File: src/rtl/signal_pending_delivery_macros.svh
// Assertion macros for the signal controller.
// Each macro expects signals named clk and rst_n in the scope where it is used.
`ifndef SIGNAL_PENDING_DELIVERY_MACROS_SVH
`define SIGNAL_PENDING_DELIVERY_MACROS_SVH

// The consequent must hold in the same cycle as the antecedent.
`define SPD_ASSERT_SAME(label, ante, cons) \
  label: assert property (@(posedge clk) disable iff (!rst_n) (ante) |-> (cons)) \
    else $error("signal_pending_delivery: same-cycle check failed");

// The consequent must hold in the cycle after the antecedent.
`define SPD_ASSERT_NEXT(label, ante, cons) \
  label: assert property (@(posedge clk) disable iff (!rst_n) (ante) |=> (cons)) \
    else $error("signal_pending_delivery: next-cycle check failed");

`endif

File: src/rtl/spd_pkg.sv
`default_nettype none

package spd_pkg;

  localparam int NUM_SIGNALS = 64;
  localparam int MASK_W      = 64;
  localparam int SIG_W       = 6;

  localparam logic [SIG_W-1:0] FIRST_SIG = SIG_W'(1);
  localparam logic [SIG_W-1:0] LAST_SIG  = SIG_W'(NUM_SIGNALS - 1);
  localparam logic [SIG_W:0]   SIG_LIMIT = (SIG_W + 1)'(NUM_SIGNALS);

  localparam logic [SIG_W-1:0] SIG_KILL = SIG_W'(9);
  localparam logic [SIG_W-1:0] SIG_CHLD = SIG_W'(17);
  localparam logic [SIG_W-1:0] SIG_CONT = SIG_W'(18);
  localparam logic [SIG_W-1:0] SIG_STOP = SIG_W'(19);
  localparam logic [SIG_W-1:0] SIG_TSTP = SIG_W'(20);

  typedef enum logic [1:0] {
    REQ_SEND    = 2'd0,
    REQ_DELIVER = 2'd1,
    REQ_INIT    = 2'd2
  } req_t;

  localparam logic [1:0] TS_UNUSED  = 2'd0;
  localparam logic [1:0] TS_ZOMBIE  = 2'd1;
  localparam logic [1:0] TS_RUNNING = 2'd2;

  typedef enum logic [1:0] {
    CFG_BLOCKED = 2'd0,
    CFG_IGNORE  = 2'd1,
    CFG_CUSTOM  = 2'd2
  } cfg_reg_t;

  typedef enum logic [1:0] {
    S_IDLE = 2'd0,
    S_SCAN = 2'd1,
    S_DONE = 2'd2
  } seq_state_t;

  // Verdict of the evaluator for the signal under the scan index.
  typedef struct packed {
    logic hit;   // pending and deliverable, so its pending bit is cleared
    logic term;  // its action terminates the task
  } eval_t;

  typedef struct packed {
    logic             idle;
    logic             scan;
    logic             load_out;
    logic [SIG_W-1:0] idx;
  } seq_ctrl_t;

  // Default action: every signal but child, continue, stop and terminal-stop terminates the task.
  function automatic logic default_terminates(input logic [SIG_W-1:0] s);
    return !(s == SIG_CHLD || s == SIG_CONT || s == SIG_STOP || s == SIG_TSTP);
  endfunction

endpackage

`default_nettype wire

File: src/rtl/spd_eval.sv
`default_nettype none

// Evaluates one signal per cycle: selects its bits from the masks and decides its fate.
module spd_eval (
  input  wire logic [spd_pkg::SIG_W-1:0]  idx,
  input  wire logic [spd_pkg::MASK_W-1:0] pending,
  input  wire logic [spd_pkg::MASK_W-1:0] blocked,
  input  wire logic [spd_pkg::MASK_W-1:0] ignored,
  input  wire logic [spd_pkg::MASK_W-1:0] custom,
  output spd_pkg::eval_t                  verdict
);

  logic is_kill;

  assign is_kill = (idx == spd_pkg::SIG_KILL);

  always_comb begin
    verdict.hit  = pending[idx] && (is_kill || !blocked[idx]);
    verdict.term = is_kill ||
                   (!ignored[idx] && !custom[idx] && spd_pkg::default_terminates(idx));
  end

endmodule

`default_nettype wire

File: src/rtl/spd_seq.sv
`default_nettype none

// Sequencer: takes a request, steps the scan index and hands the result to the output.
module spd_seq (
  input  wire logic          clk,
  input  wire logic          rst_n,
  input  wire logic          start,
  input  wire logic          start_scan,
  input  wire spd_pkg::eval_t verdict,
  input  wire logic          out_free,
  output spd_pkg::seq_ctrl_t ctrl
);

  spd_pkg::seq_state_t          state_r, state_nxt;
  logic [spd_pkg::SIG_W-1:0]    idx_r, idx_nxt;

  always_ff @(posedge clk) begin
    if (!rst_n) begin
      state_r <= spd_pkg::S_IDLE;
      idx_r   <= spd_pkg::FIRST_SIG;
    end else begin
      state_r <= state_nxt;
      idx_r   <= idx_nxt;
    end
  end

  always_comb begin
    state_nxt = state_r;
    unique case (state_r)
      spd_pkg::S_IDLE: begin
        if (start) begin
          state_nxt = start_scan ? spd_pkg::S_SCAN : spd_pkg::S_DONE;
        end
      end
      spd_pkg::S_SCAN: begin
        if ((verdict.hit && verdict.term) || (idx_r == spd_pkg::LAST_SIG)) begin
          state_nxt = spd_pkg::S_DONE;
        end
      end
      spd_pkg::S_DONE: begin
        if (out_free) begin
          state_nxt = spd_pkg::S_IDLE;
        end
      end
      default: state_nxt = spd_pkg::S_IDLE;
    endcase
  end

  always_comb begin
    ctrl.idle     = 1'b0;
    ctrl.scan     = 1'b0;
    ctrl.load_out = 1'b0;
    ctrl.idx      = idx_r;
    idx_nxt       = idx_r;
    unique case (state_r)
      spd_pkg::S_IDLE: begin
        ctrl.idle = 1'b1;
        idx_nxt   = spd_pkg::FIRST_SIG;
      end
      spd_pkg::S_SCAN: begin
        ctrl.scan = 1'b1;
        idx_nxt   = idx_r + spd_pkg::SIG_W'(1);
      end
      spd_pkg::S_DONE: begin
        ctrl.load_out = out_free;
      end
      default: begin
        idx_nxt = spd_pkg::FIRST_SIG;
      end
    endcase
  end

endmodule

`default_nettype wire

File: src/rtl/signal_pending_delivery.sv
// A request that needs no scan goes to S_DONE and loads the output register once it is free;
// a deliver to a running task first scans one signal per cycle, from signal 1 upward.
// Throughput: one word at a time; the next input word is taken once the result is registered.
// The scan length is set by the single shared signal evaluator, visited once per signal.
// Reset (rst_n, synchronous, active low) clears the pending mask and all three masks.
`default_nettype none

`include "signal_pending_delivery_macros.svh"

module signal_pending_delivery (
  input  wire logic                          clk,
  input  wire logic                          rst_n,

  // Input word channel.
  input  wire logic                          in_valid,
  output logic                               in_stall,
  input  wire logic [1:0]                    in_req_type,
  input  wire logic [spd_pkg::SIG_W-1:0]     in_signal_number,
  input  wire logic [1:0]                    in_task_status,

  // Result word channel.
  output logic                               out_valid,
  input  wire logic                          out_stall,
  output logic                               out_send_accepted,
  output logic                               out_terminate,
  output logic [spd_pkg::SIG_W-1:0]          out_term_signal,
  output logic [spd_pkg::MASK_W-1:0]         out_pending_after,

  // Configuration write channel.
  input  wire logic                          cfg_valid,
  output logic                               cfg_ready,
  input  wire logic [1:0]                    cfg_index,
  input  wire logic [spd_pkg::MASK_W-1:0]    cfg_data
);

  // Architectural state: the pending mask and the three handler masks.
  logic [spd_pkg::MASK_W-1:0] pending_r, pending_nxt;
  logic [spd_pkg::MASK_W-1:0] blocked_r, blocked_nxt;
  logic [spd_pkg::MASK_W-1:0] ignore_r, ignore_nxt;
  logic [spd_pkg::MASK_W-1:0] custom_r, custom_nxt;

  // Per-word working registers, gathered while the word is processed.
  logic                       accepted_r, accepted_nxt;
  logic                       term_r, term_nxt;
  logic [spd_pkg::SIG_W-1:0]  fatal_sig_r, fatal_sig_nxt;

  // Output register, which parts the result side from the input side.
  logic                       out_valid_r, out_valid_nxt;
  logic                       out_acc_r;
  logic                       out_term_r;
  logic [spd_pkg::SIG_W-1:0]  out_sig_r;
  logic [spd_pkg::MASK_W-1:0] out_pend_r;

  spd_pkg::seq_ctrl_t ctrl;
  spd_pkg::eval_t     verdict;

  logic in_fire;
  logic cfg_fire;
  logic out_free;
  logic send_ok;
  logic start_scan;

  assign in_stall  = !ctrl.idle;
  assign in_fire   = in_valid && !in_stall;
  assign cfg_ready = 1'b1;
  assign cfg_fire  = cfg_valid && cfg_ready;

  // The output register may be reloaded when it is empty or its word leaves this cycle.
  assign out_free = !out_valid_r || !out_stall;

  // A send is honoured for signals 1 up to the last one, and only for a live task.
  assign send_ok = (in_req_type == spd_pkg::REQ_SEND) &&
                   (in_signal_number != {spd_pkg::SIG_W{1'b0}}) &&
                   ({1'b0, in_signal_number} < spd_pkg::SIG_LIMIT) &&
                   (in_task_status != spd_pkg::TS_UNUSED) &&
                   (in_task_status != spd_pkg::TS_ZOMBIE);

  // Only a deliver to a running task starts the scan; every other request finishes at once.
  assign start_scan = (in_req_type == spd_pkg::REQ_DELIVER) &&
                      (in_task_status == spd_pkg::TS_RUNNING);

  spd_seq u_seq (
    .clk        (clk),
    .rst_n      (rst_n),
    .start      (in_fire),
    .start_scan (start_scan),
    .verdict    (verdict),
    .out_free   (out_free),
    .ctrl       (ctrl)
  );

  // The evaluator is shared by every step of the scan; the index walks upward from signal 1.
  spd_eval u_eval (
    .idx     (ctrl.idx),
    .pending (pending_r),
    .blocked (blocked_r),
    .ignored (ignore_r),
    .custom  (custom_r),
    .verdict (verdict)
  );

  always_comb begin
    pending_nxt   = pending_r;
    blocked_nxt   = blocked_r;
    ignore_nxt    = ignore_r;
    custom_nxt    = custom_r;
    accepted_nxt  = accepted_r;
    term_nxt      = term_r;
    fatal_sig_nxt = fatal_sig_r;

    // The user must make configuration writes only while the block is idle; the block itself
    // does not enforce this. An index beyond the three masks is accepted and has no effect.
    if (cfg_fire) begin
      unique case (cfg_index)
        spd_pkg::CFG_BLOCKED: blocked_nxt = cfg_data;
        spd_pkg::CFG_IGNORE:  ignore_nxt  = cfg_data;
        spd_pkg::CFG_CUSTOM:  custom_nxt  = cfg_data;
        default: ;
      endcase
    end

    if (in_fire) begin
      accepted_nxt  = send_ok;
      term_nxt      = 1'b0;
      fatal_sig_nxt = {spd_pkg::SIG_W{1'b0}};
      if (send_ok) begin
        pending_nxt = pending_r | (spd_pkg::MASK_W'(1) << in_signal_number);
      end
      if (in_req_type == spd_pkg::REQ_INIT) begin
        // Init returns every handler to its default and unblocks everything.
        pending_nxt = {spd_pkg::MASK_W{1'b0}};
        blocked_nxt = {spd_pkg::MASK_W{1'b0}};
        ignore_nxt  = {spd_pkg::MASK_W{1'b0}};
        custom_nxt  = {spd_pkg::MASK_W{1'b0}};
      end
    end

    // A deliverable signal is cleared whatever its action; a terminating one ends the scan.
    if (ctrl.scan && verdict.hit) begin
      pending_nxt = pending_r & ~(spd_pkg::MASK_W'(1) << ctrl.idx);
      if (verdict.term) begin
        term_nxt      = 1'b1;
        fatal_sig_nxt = ctrl.idx;
      end
    end
  end

  always_comb begin
    out_valid_nxt = out_valid_r;
    if (ctrl.load_out) begin
      out_valid_nxt = 1'b1;
    end else if (out_valid_r && !out_stall) begin
      out_valid_nxt = 1'b0;
    end
  end

  always_ff @(posedge clk) begin
    if (!rst_n) begin
      pending_r   <= {spd_pkg::MASK_W{1'b0}};
      blocked_r   <= {spd_pkg::MASK_W{1'b0}};
      ignore_r    <= {spd_pkg::MASK_W{1'b0}};
      custom_r    <= {spd_pkg::MASK_W{1'b0}};
      out_valid_r <= 1'b0;
    end else begin
      pending_r   <= pending_nxt;
      blocked_r   <= blocked_nxt;
      ignore_r    <= ignore_nxt;
      custom_r    <= custom_nxt;
      out_valid_r <= out_valid_nxt;
    end
  end

  // Working and output payload registers need no reset.
  always_ff @(posedge clk) begin
    accepted_r  <= accepted_nxt;
    term_r      <= term_nxt;
    fatal_sig_r <= fatal_sig_nxt;
    if (ctrl.load_out) begin
      out_acc_r  <= accepted_r;
      out_term_r <= term_r;
      out_sig_r  <= fatal_sig_r;
      out_pend_r <= pending_r;
    end
  end

  assign out_valid         = out_valid_r;
  assign out_send_accepted = out_acc_r;
  assign out_terminate     = out_term_r;
  assign out_term_signal   = out_sig_r;
  assign out_pending_after = out_pend_r;

  // The scan index stays within the signals that exist.
  `SPD_ASSERT_SAME(a_scan_idx_range, ctrl.scan,
    (ctrl.idx >= spd_pkg::FIRST_SIG) && (ctrl.idx <= spd_pkg::LAST_SIG))
  // An honoured send leaves its pending bit set.
  `SPD_ASSERT_NEXT(a_send_sets_bit, in_fire && send_ok,
    pending_r[$past(in_signal_number)])
  // Loading the output register always presents a word.
  `SPD_ASSERT_NEXT(a_load_shows_word, ctrl.load_out, out_valid_r)
  // A terminating result always names a real signal.
  `SPD_ASSERT_SAME(a_term_names_signal, out_valid_r && out_term_r,
    out_sig_r != {spd_pkg::SIG_W{1'b0}})

endmodule

`default_nettype wire
File: config.mk
export PLATFORM = sky130hd
export DESIGN_NAME = signal_pending_delivery
export DESIGN_NICKNAME = d
export VERILOG_FILES = /design/src/rtl/spd_pkg.sv /design/src/rtl/spd_eval.sv /design/src/rtl/spd_seq.sv /design/src/rtl/signal_pending_delivery.sv
export VERILOG_INCLUDE_DIRS = /design/src /design/src/rtl
export SDC_FILE = /design/constraint.sdc
export NUM_CORES = 1
export LEC_CHECK = 0
export BUFFER_PORTS_ARGS = -buffer_cell sky130_fd_sc_hd__buf_2
export CAP_MARGIN = 20
export CORE_MARGIN = 5
export CORE_UTILIZATION = 45
export DETAILED_ROUTE_END_ITERATION = 8
export PLACE_DENSITY_LB_ADDON = 0.15
export SLEW_MARGIN = 10
export SYNTH_ARGS = -nofsm -noshare
export SYNTH_HDL_FRONTEND = slang
export SYNTH_SLANG_ARGS = --single-unit
File: constraint.sdc
create_clock -name clk -period 9.79 [get_ports clk]
set_clock_uncertainty 0.05 [all_clocks]
set_input_delay 0.4895 -clock clk [delete_from_list [all_inputs] [get_ports clk]]
set_output_delay 0.4895 -clock clk [all_outputs]
set_load 0.02 [all_outputs]
==> impl.org <==
** Status
- The run finished with clean final reports.

** Routing
- Total vias in the final route :: 11600
- Detailed-router iteration count before antenna repair :: 5
- For this block, the routed nets add up to 40900 um of wire.
- Dividing the detail-routed via count by the number of cells gives 5.67.
- In the final routed layout, each cell accounts on average for 20.1 um.
- In the routed design, unresolved DRC markers number 0.
- In this run the remaining antenna-violating nets after routing total 0.
- Number of design-rule violations left by the first detailed-router iteration :: 1165

** Place
- Routability congestion estimate from global placement :: 0.892
- During placement, the flow inserted port buffers numbering 154.
- HPWL after DPL :: 27200 um

** Clock network
- Buffers inserted to repair hold after CTS numbered 0.
- Once the clock tree was built, the resizer swapped 0 gates to a different size.
- The H-tree was split into 2 levels.
- No sink is reached through more buffers than the 3 on the longest clock path.
- Post-CTS setup-driven buffer insertion count :: 0
- In this run the clock root is driven by a clkbuf_16.
- Clock network latency to the later pin of the worst-skew pair :: 0.51 ns
- The clock net in this run drives a total of 345 sinks.
- After clock tree synthesis, the clock-pin slew on the worst setup and hold paths is 0.06 ns.
- Clock tree from TritonCTS :: yes
- Number of clock buffers inserted by TritonCTS :: 37

** Global routing
- GRT Residual Overflow :: 0
- Number of antenna violations at the first check in global routing :: 0
- Pin count of the biggest net entering global routing :: 257
- Global routing usage summed across all routing layers :: 23.4%
- The number of global-route vias before repair is 10700.
- First-pass GRT wire length :: 63200 um

** Critical path
- Endpoint arrival time on the critical path :: 4.35 ns
- Crit path launch type :: flop
- Worst-path fanout max :: 60
- Req. time, crit path :: 10.17 ns
- FF-to-FF End :: fatal_sig_r[3]
- CP Cell Sequence :: buf_4 -> inv_2 -> ha_1 -> nor4_1 -> o41ai_1 -> a21oi_1 -> a41o_1 -> a41oi_1 -> nor4_4 -> mux2i_1
- Critical Path Slowest Stage Cell :: dfxtp_4
- Endpoint kind of the worst setup timing path :: flop
- Largest incremental delay on the critical path :: 0.63 ns
- Critical setup path kind :: reg -> reg
- In this run the critical register-to-register path is launched from u_seq.idx_r[0].
- Worst Reg-to-Reg Cells :: 10
- Setup slack on the worst flop-to-flop path :: 5.82 ns

** Synthesis
- The top cell type by area accounts for 39.5% of the synthesized area.
- During synthesis, Yosys emitted a total of 0 warnings.
- Summing every instance area after synthesis gives 13800 sq um.
- The biggest area contributor in the post-synthesis netlist is dfxtp_1.
- The most used flip-flop cell after synthesis is dfxtp_1.
- Distinct cell type count after synthesis :: 76
- The synthesized design contains 73 enable-type register cells.
- Average cell area after synthesis :: 9.06 sq um
- Synthesis-stage register bit count :: 345
- By area the synthesized netlist is led by dfxtp_1, edfxtp_1, nand2_1, a21oi_1, a311oi_1.
- Counting every net in the synthesized netlist gives 1607.
- Seq/Total Area, Yosys :: 55.5%
- Number of instances in the synthesized netlist :: 1520
- Fraction of registers with async set or reset after synthesis :: 0%

** Floorplanning
- In this run the count of I/O pins placed on the die edge is 156.
- The initial utilization of the core area, before any placement, comes to 45.3%.
- The core region is 30400 sq um.
- Num rows :: 64
- The die covers 34200 sq um.
- The floorplan step set the die height to 185 um.
- The floorplan step set the die width to 185 um.

** STA
- For the pin with the worst max-slew slack, the measured transition is 1.29 ns.
- Maximum achievable frequency :: 252 MHz
- Worst hold margin :: 0.196 ns
- The hold violation total from the final report came to 0.
- Setup-failing EPs final :: 0
- Post-route clock period utilization :: 40.6%
- Shortest clock period the worst path allows after layout :: 3.97 ns
- Setup repair after global routing left no endpoint under its margin.
- Setup TNS Final :: 0 ns
- The worst pin sits at a relative slew slack of 13.8%.
- The max-slew violation total from the final report came to 0.

** Hold path
- Hold Path Sink :: custom_r[57]
- Type of the worst min-delay path :: in -> reg
- Critical hold path startpoint :: cfg_data[57]
- Counting instances, the worst hold path has a depth of 3.

** Finish
- Sequential cell area :: 7640 sq um
- Area used by multi-input combinational logic :: 5600 sq um
- Filler Cells Inserted :: 2887
- 0 antenna diodes ended up in the layout.
- Layout net count :: 1702
- Of the cells placed in the final design, the portion with a size suffix greater than 1 is 15.7%.
- From synthesis to final layout, the design area changed by 15.5%.
- Finished Core Util :: 52.3%

** Pwr
- Summing internal, switching and leakage power gives 0.00309 W.
- Maximum VDD drop :: 0.000106 V
- Ratio of total power to cell area :: 194 nW/um^2
- Cell leakage power :: 5.50 nW

** Run
- Across the run, the number of max-cap violations was 0.
==> worst max path at each step <==
stage | slack [ns] | endpoint | cells past startpoint | startpoint
CTS | 5.88 | fatal_sig_r[3] | 10 | u_seq.idx_r[0]
detailed placement | 5.89 | fatal_sig_r[1] | 10 | u_seq.idx_r[0]
finish | 5.82 | fatal_sig_r[3] | 10 | u_seq.idx_r[0]
global route | 5.62 | fatal_sig_r[3] | 10 | u_seq.idx_r[0]
floorplan | 5.21 | out_pending_after[0] | 2 | u_seq.state_r[0]
global placement | 6.03 | fatal_sig_r[2] | 10 | u_seq.idx_r[0]
==> worst max-delay path, delay by kind of cell (launching register included) <==
| kind | cells | cell delay [ns] |
|---|---|---|
| AO/OA/AOI/OAI | 4 | 0.57 |
| adder cells (fa/ha/maj) | 1 | 0.56 |
| buffers and inverters | 2 | 0.87 |
| flip-flops | 1 | 0.63 |
| multiplexers | 1 | 0.28 |
| AND/OR/NAND/NOR | 2 | 0.90 |
==> Yosys cell counts (all sizes together), types with 10 or more instances <==
cell type,count
inv,14
nor3,30
nor3b,14
a211oi,32
a311oi,51
nor2,49
buf,30
clkbuf,87
nand2,420
a21oi,276
edfxtp,73
dfxtp,272
o21ai,18
or3b,10
==> kinds of logic (layout without fill, tap and decap cells) <==
| kind of cell | Yosys count | after routing | share of synthesized area, % |
|---|---|---|---|
| buffers and inverters | 132 | 252 | 4.11 |
| AND/OR/NAND/NOR | 588 | 588 | 18.6 |
| XOR/XNOR | 2 | 2 | 0.127 |
| flip-flops | 345 | 345 | 55.5 |
| AO/OA/AOI/OAI | 432 | 432 | 19.3 |
| other | 1 | 1 | 0.0272 |
| adder cells (fa/ha/maj) | 6 | 6 | 0.545 |
| multiplexers | 14 | 14 | 1.85 |
==> power by group <==
group / total (W) / leakage [nW] / internal [W] / switching [W]
registers: 0.00152 / 2.88 / 0.00150 / 0.0000203
clock network: 0.00137 / 0.587 / 0.000827 / 0.000543
logic: 0.000203 / 2.03 / 0.0000581 / 0.000145
==> through the flow <==
stage / worst slack [ns] / instance area, sq um / std cells
floorplan: 5.21 / 13800 / 1520
global route: 5.62 / 15900 / 2036
detailed placement: 5.89 / 14700 / 1972
CTS: 5.88 / 15900 / 2036
global placement: 6.03 / 14700 / 1971
finish: 5.82 / 15900 / 2036
==> flip-flops by register name (all words and copies together), names as in the netlist <==
register	cells
term_r	1
u_seq.state_r	2
accepted_r	1
blocked_r	64
fatal_sig_r	6
out_terminate	1
out_pending_after	64
out_valid	1
custom_r	64
ignore_r	64
out_term_signal	6
out_send_accepted	1
u_seq.idx_r	6
pending_r	64
==> cell type report <==
class                      instances  area share (%)
clock buffer                      46            6.28
clock inverter                    18            1.20
inverter                          15           0.354
multi-input combinational       1043            35.2
sequential                       345            48.0
tap                              396            3.11
timing repair buffer             173            5.82
==> routing by layer <==
metal  global-route usage [%]  part of all wire, %  wire length, um
met1                     35.1                   45            18500
met2                     35.0                   44            18000
met3                     4.22                  8.5             3470
met4                     6.28                  2.2              911
met5                        0                    0                0
==> cells in the final DEF, fill, tap and decap left out, drive strengths merged, types with 5 or more instances in the layout <==
master / instances
mux4: 8
mux2i: 6
dfxtp: 272
nand3b: 9
nand2: 420
nor3b: 14
a21oi: 276
nand2b: 9
a311oi: 51
buf: 173
a22oi: 5
inv: 14
or3b: 10
nor3: 30
clkbuf: 46
and3: 7
edfxtp: 73
o21ai: 18
ha: 6
nor2b: 6
nand4: 5
o311a: 5
nor2: 49
a211oi: 32
clkinv: 13
(Power assumes the default switching activity.)
